File: src/hdl/lrgd_pkg.sv
`default_nettype none
package lrgd_pkg;

    localparam int MAX_DIM     = 16;
    localparam int IDX_W       = $clog2(MAX_DIM);
    localparam int SIG_ENTRIES = 256;
    localparam int SIG_IDX_W   = $clog2(SIG_ENTRIES);
    localparam int SIG_SHIFT   = 20 - SIG_IDX_W;
    localparam int T_LIMIT     = 524288;

    localparam logic [1:0] REG_ETA  = 2'd0;
    localparam logic [1:0] REG_NSMP = 2'd1;
    localparam logic [1:0] REG_DIM  = 2'd2;

    localparam logic FUNC_FEATURE = 1'b0;
    localparam logic FUNC_LOAD    = 1'b1;

    typedef struct packed {
        logic        func;
        logic [3:0]  weight_index;
        logic [31:0] value;
        logic        label;
    } t_item;

    // long division for the table build
    function automatic logic [63:0] const_div(input logic [63:0] num, input logic [63:0] den);
        logic [63:0] rem;
        logic [63:0] quo;
        rem = '0;
        quo = '0;
        for (int b = 63; b >= 0; b--) begin
            rem = {rem[62:0], num[b]};
            if (rem >= den) begin
                rem    = rem - den;
                quo[b] = 1'b1;
            end
        end
        return quo;
    endfunction

    // e^-a in q0.32
    function automatic logic [63:0] exp_neg(input logic [63:0] a);
        logic [63:0] term;
        logic [63:0] sum;
        term = 64'h1_0000_0000;
        sum  = 64'h1_0000_0000;
        for (int n = 1; n <= 16; n++) begin
            term = const_div((term * a) >> 32, 64'(n));
            if ((n & 1) == 1) begin
                sum = sum - term;
            end else begin
                sum = sum + term;
            end
        end
        return sum;
    endfunction

    function automatic logic [SIG_ENTRIES*16-1:0] sig_table();
        logic [SIG_ENTRIES*16-1:0] tab;
        logic [63:0] half;
        logic [63:0] full;
        logic [63:0] e;
        logic [63:0] d;
        logic [63:0] s;
        tab  = '0;
        half = exp_neg((64'd1 << 35) >> SIG_IDX_W);
        full = exp_neg((64'd1 << 36) >> SIG_IDX_W);
        e    = half;
        for (int j = 0; j < SIG_ENTRIES / 2; j++) begin
            d = 64'h1_0000_0000 + e;
            s = const_div((64'd1 << 48) + (d >> 1), d);
            if (s > 64'd65535) begin
                s = 64'd65535;
            end
            tab[(SIG_ENTRIES / 2 + j) * 16 +: 16]     = s[15:0];
            tab[(SIG_ENTRIES / 2 - 1 - j) * 16 +: 16] = 16'(64'd65536 - s);
            e = (e * full + (64'd1 << 31)) >> 32;
        end
        return tab;
    endfunction

endpackage
`default_nettype wire

File: src/hdl/lrgd_front.sv
`default_nettype none
module lrgd_front
    import lrgd_pkg::*;
#(
    parameter int QUEUE_DEPTH = 4
) (
    input  wire logic  i_clk,
    input  wire logic  i_rst_n,
    input  wire logic  i_push,
    input  wire t_item i_item,
    output logic       o_full,
    input  wire logic  i_pop,
    output logic       o_empty,
    output t_item      o_head
);
    localparam int PTR_W = (QUEUE_DEPTH > 1) ? $clog2(QUEUE_DEPTH) : 1;
    localparam int CNT_W = $clog2(QUEUE_DEPTH + 1);

    t_item             r_mem [QUEUE_DEPTH];
    logic [PTR_W-1:0]  r_wp;
    logic [PTR_W-1:0]  r_rp;
    logic [CNT_W-1:0]  r_cnt;
    logic              push_ok;
    logic              pop_ok;

    assign o_full  = (r_cnt == CNT_W'(QUEUE_DEPTH));
    assign o_empty = (r_cnt == '0);
    assign o_head  = r_mem[r_rp];
    assign push_ok = i_push && !o_full;
    assign pop_ok  = i_pop && !o_empty;

    always_ff @(posedge i_clk) begin
        if (push_ok) begin
            r_mem[r_wp] <= i_item;
        end
        if (!i_rst_n) begin
            r_wp  <= '0;
            r_rp  <= '0;
            r_cnt <= '0;
        end else begin
            if (push_ok) begin
                r_wp <= (r_wp == PTR_W'(QUEUE_DEPTH - 1)) ? '0 : r_wp + 1'b1;
            end
            if (pop_ok) begin
                r_rp <= (r_rp == PTR_W'(QUEUE_DEPTH - 1)) ? '0 : r_rp + 1'b1;
            end
            if (push_ok && !pop_ok) begin
                r_cnt <= r_cnt + 1'b1;
            end else if (pop_ok && !push_ok) begin
                r_cnt <= r_cnt - 1'b1;
            end
        end
    end

`ifndef SYNTHESIS
    a_no_over: assert property (@(posedge i_clk) disable iff (!i_rst_n)
        r_cnt <= CNT_W'(QUEUE_DEPTH)) else $error("queue overflow");
    a_pop_moves: assert property (@(posedge i_clk) disable iff (!i_rst_n)
        pop_ok && !push_ok |=> r_cnt == $past(r_cnt) - 1'b1) else $error("pop lost");
    a_push_moves: assert property (@(posedge i_clk) disable iff (!i_rst_n)
        push_ok && !pop_ok |=> r_cnt == $past(r_cnt) + 1'b1) else $error("push lost");
`endif

endmodule
`default_nettype wire

File: config.mk
export PLATFORM = sky130hd
export DESIGN_NAME = lrgd_front
export DESIGN_NICKNAME = d
export VERILOG_FILES = /design/src/hdl/lrgd_pkg.sv /design/src/hdl/lrgd_front.sv
export SDC_FILE = /design/constraint.sdc
export NUM_CORES = 1
export LEC_CHECK = 0
export BUFFER_PORTS_ARGS = -buffer_cell sky130_fd_sc_hd__buf_2
export CAP_MARGIN = 20
export CELL_PAD_IN_SITES_DETAIL_PLACEMENT = 1
export CELL_PAD_IN_SITES_GLOBAL_PLACEMENT = 2
export CORE_ASPECT_RATIO = 0.6
export CORE_MARGIN = 10
export CORE_UTILIZATION = 40
export DETAILED_ROUTE_END_ITERATION = 7
export PLACE_DENSITY_LB_ADDON = 0.1
export SLEW_MARGIN = 20
export SYNTH_ARGS = -nofsm -noshare
export SYNTH_HDL_FRONTEND = slang
export SYNTH_SLANG_ARGS = --single-unit
export TNS_END_PERCENT = 100
File: constraint.sdc
create_clock -name i_clk -period 1.95 [get_ports i_clk]
set_input_delay 0.195 -clock i_clk [delete_from_list [all_inputs] [get_ports i_clk]]
set_output_delay 0.195 -clock i_clk [all_outputs]
set_load 0.01 [all_outputs]
# Word-level counts from Yosys, hierarchy flattened
# Memory sizes are Yosys's and may differ from the RTL's. A register that Yosys moved wholly into a read port is not among the register bits.
# Index checks and enable logic that the tools add are counted.
# word_totals
mem_count	1
ram_bits	152
output_inout_bits	40
word_cells	29
input_bits	42
register_bits	7
# classes
add_sub_neg	4
mux	8
reduce_logical	10
n_eq_ne	3
# mem_list
memory	depth	width	rd	rd_clocked_by_memory_dff	wr	line_no	rtl
r_mem	4	38	1	1	1	lrgd_front.sv:19	t_item r_mem [QUEUE_DEPTH];
# op_table
operator	count
$mux 2	4
$mux 3	2
$add 2x1->2 const B	2
$eq 2x2->1 const B	2
$logic_and 1x1->1	4
$logic_not 1->1	4
$add 3x1->3 const B	1
$eq 3x3->1 const B	1
$logic_not 3->1	1
$sub 3x1->3 const B	1
$mux 1	2
$reduce_bool 2->1	1

# Depth between registers and ports, before layout
# depth
word_depth	7
ltp_mapped	9
mapped_depth_nobuf	8

# Worst setup path before layout
# Ideal clock, no wire load.
# synth_timing
path_kind	register -> register
start	register r_cnt[0]
end	memory r_mem[0][0] (netlist name) (enable)
slack_ns	-0.175
stages_incl_launch_ff	5
path_buffers	1
setup_ns	0.399
period_less_slack_ns	2.125
t_required_ns	1.551
t_arrival_ns	1.726
path_cell_list	dfxtp_1 -> nor3b_2 -> nor2b_1 -> buf_2 -> and2_1
# synth_between
elab_chain_len	5
# synth_lines
element	line_no	rtl
start: declaration	lrgd_front.sv:22	logic [CNT_W-1:0] r_cnt;
start signal: assignment	lrgd_front.sv:48	r_cnt <= r_cnt + 1'b1;
start signal: assignment	lrgd_front.sv:50	r_cnt <= r_cnt - 1'b1;
$eq 3x3->1	lrgd_front.sv:26	assign o_full = (r_cnt == CNT_W'(QUEUE_DEPTH));
via o_full	lrgd_front.sv:11	output logic o_full,
$logic_not 1->1	lrgd_front.sv:29	assign push_ok = i_push && !o_full;
$logic_and 1x1->1	lrgd_front.sv:29	
via push_ok	lrgd_front.sv:23	logic push_ok;
$mux 1	lrgd_front.sv:33	if (push_ok) begin
$mux 1 (implied by the code)	lrgd_front.sv:34	r_mem[r_wp] <= i_item;
end: declaration	lrgd_front.sv:19	
# The timed path passes the listed nets, and every way through them passes these cells.

==> results.py <==
metrics = {
    "worst_hold_path": {
        "hp-start": "i_item[3]",
        "hold_class": "input pin to register",
        "hold_path_depth": 1,
    },
    "floorplan": {
        "num_rows": 34,
        "ios": 82,
        "coreArea_sq_mm": 0.0145,
        "start_util_pct": 41.1,
        "dieHeight_um": 115,
        "dieWidth_um": 178,
        "die_area_sq_mm": 0.0204,
    },
    "cells_and_area": {
        "final_core_util_pct": 53.7,
        "final_common_cell": "edfxtp_1",
        "syn2layout_area_growth_pct": 30.7,
        "drive_gt1_share_pct": 45.0,
        "insertedDiodeCount": 0,
        "final_cell_mix": "edfxtp_1, buf_2, mux4_2, dlygate4sd3_1, clkbuf_16",
        "stdcell_area_sq_mm": 0.00782,
        "fill_cells": 1321,
        "layout.nets": 443,
        "fin_cells": 605,
    },
    "logic_synthesis": {
        "yosys.area_share.simple_pct": 1.80,
        "synth.distinct_cells": 25,
        "syn_area_sq_mm": 0.00598,
        "synthCells": 249,
        "synth_edf_count": 152,
        "async_flop_share_pct": 0,
        "ys.flop_type": "edfxtp_1",
        "yosysSeqAreaShare_pct": 79.4,
        "yosysWarnings": 0,
        "synth_top_family_by_area": "multiplexers",
        "synth_seq_cells": 161,
        "synth_adder_area_share_pct": 1.59,
        "syn_nets": 298,
        "synth_compound_area_share_pct": 0.502,
        "synthXorXnorAreaFrac_pct": 0.293,
        "synth_mux_area_share_pct": 14.8,
        "synth.avg_cell_area_sq_um": 24.0,
    },
    "cts": {
        "cts_buffer_depth": 2,
        "cts.reportedPaths.clkPinSlew_ns": 0.06,
        "insertion_delay_ns": 0.42,
        "clock_sinks": 161,
        "h-tree-depth": 4,
        "ctsRootBufferMaster": "clkbuf_16",
        "cts_buffers": 17,
        "tritoncts": "done",
    },
    "routing": {
        "ant_nets": 0,
        "drtIter0Drc": 148,
        "drc": 0,
        "dr.pass1.iters": 6,
        "wl_mm": 11.8,
        "viasPerCell": 4.77,
        "avgRoutedWirePerCell_um": 19.5,
        "vias": 2883,
    },
    "global_route": {
        "busiest_layer": "met2",
        "grt_pass1_wl_mm": 18.5,
        "grt_util_met3_pct": 4.28,
        "use_met1_pct": 15.0,
        "met2_usage_pct": 19.6,
        "grt_antenna_before_repair": 0,
        "grt_pass1_vias": 3240,
        "grt_overflow": 0,
        "grt.total_usage_pct": 12.2,
        "grt_max_degree": 24,
    },
    "placement": {
        "place.detailed.hpwl_mm": 7.40,
        "place_inst": 537,
        "port_buffers": 81,
        "postPlaceCellArea_sq_mm": 0.00679,
        "place_congestion": 0.653,
    },
    "sta": {
        "setup_violations": 0,
        "whs_ns": 0.0164,
        "fin_crit_sh_pct": 96.9,
        "slew_violations": 0,
        "skew_ns": 0.0136,
        "fmax_mhz": 529,
        "fin_crit_ns": 1.89,
        "tightest_slew_ns": 0.302,
        "hold_viol": 0,
        "slew-limit-headroom_pct": 79.9,
        "rsz0062_at_grt": "yes",
    },
    "status": {
        "outcome": "complete, no violations",
    },
    "setup_path": {
        "critPathKind": "register to output port",
        "path_max_fanout": 12,
        "crit_arrival_ns": 1.70,
        "r2r_cells": 8,
        "end_kind": "output port",
        "crit_required_ns": 1.75,
        "worstReg2RegStart": "r_cnt[2]$_SDFFE_PN0P_",
        "startpoint_type": "register",
    },
    "pwr": {
        "p_per_area_mw_per_mm2": 1280,
        "leakage_uw": 0.00270,
        "ir_drop_mv": 0.615,
        "p_total_uw": 10000,
    },
    "run": {
        "drv_cap": 0,
    },
}
metal layers:
layer  wire [um]  up-vias
met5           0        -
met4          85        0
met3         670        6
met2        5830       70
met1        5220     1478
li1            -     1329
synthesized netlist by cell type (2+ instances only):
| cell | instances | area [sq um] |
|---|---|---|
| inv_1 | 3 | 11.3 |
| nand2_1 | 6 | 22.5 |
| and2_1 | 5 | 31.3 |
| o21ai_0 | 3 | 15.0 |
| buf_12 | 2 | 40.0 |
| nor2b_1 | 2 | 12.5 |
| dfxtp_1 | 9 | 180 |
| nand3_1 | 2 | 10.0 |
| ha_1 | 6 | 75.1 |
| edfxtp_1 | 152 | 4560 |
| mux2i_1 | 3 | 30.0 |
| mux4_2 | 38 | 856 |
| nor2_1 | 2 | 7.51 |
| buf_2 | 4 | 20.0 |
| clkbuf_1 | 2 | 7.51 |
repair_timing:
| action | CTS | global route |
|---|---|---|
| hold endpoints to repair | 127 | 0 |
| hold buffers | 34 | 0 |
| gates resized for setup | 8 | 9 |
| gates cloned | 0 | 1 |
| pin swaps | 4 | 2 |
| endpoints found under the setup margin | 21 | 39 |
| buffers inserted | 1 | 0 |
kinds of logic after synthesis:
logic type      count (synthesis)
mux                            41
flops                         161
compound gates                  5
buf+inv                        13
fa+ha+maj                       7
simple gates                   20
xor+xnor                        2
critical path, cell delays in order, from the launching register on:
cell and delay, ns:
dfxtp_4 0.40, buf_12 0.17, mux4_2 0.56, buf_6 0.15
metrics by stage:
step,setup TNS (ns),setup WS [ns]
finish,0,0.0596
global route,-0.106,-0.0173
CTS,-0.155,-0.0229
detailed placement,-0.0762,-0.0762
global placement,-0.00533,-0.00533
floorplan,0,0.0158
power breakdown:
group	internal [uW]	leakage (uW)	switching [uW]	total, uW
Sequential	4220	0.00147	141	4360
Clock	1780	0.000273	1340	3120
Combinational	1350	0.000962	1180	2530
Total	7350	0.00270	2670	10000
final cells by class:
type / count / area (sq um) / share of cell area (%)
clock inverters: 14 / 131 / 1.68
well taps: 198 / 248 / 3.17
multi-input cells: 75 / 1180 / 15.1
inverters: 3 / 11.3 / 0.144
repair buffers: 136 / 1060 / 13.6
flip-flops and latches: 161 / 4750 / 60.8
clock buffers: 18 / 429 / 5.49
registers in the layout, indices dropped and copies added, names as in the netlist, named ones only:
name and cells:
r_cnt 3, r_mem 152, r_rp 2, r_wp 2
path summary, 6_finish.rpt:
| path | to | slack (ns) |
|---|---|---|
| worst max-delay path | o_head[24] | 0.06 |
| worst max register to register | r_cnt[2]$_SDFFE_PN0P_ | 0.07 |
| worst min register to register | r_wp[1]$_SDFFE_PN0P_ | 0.51 |
| worst min-delay path | r_mem[1][3]$_DFFE_PP_ | 0.02 |
Power figures use the tool's default switching activity.
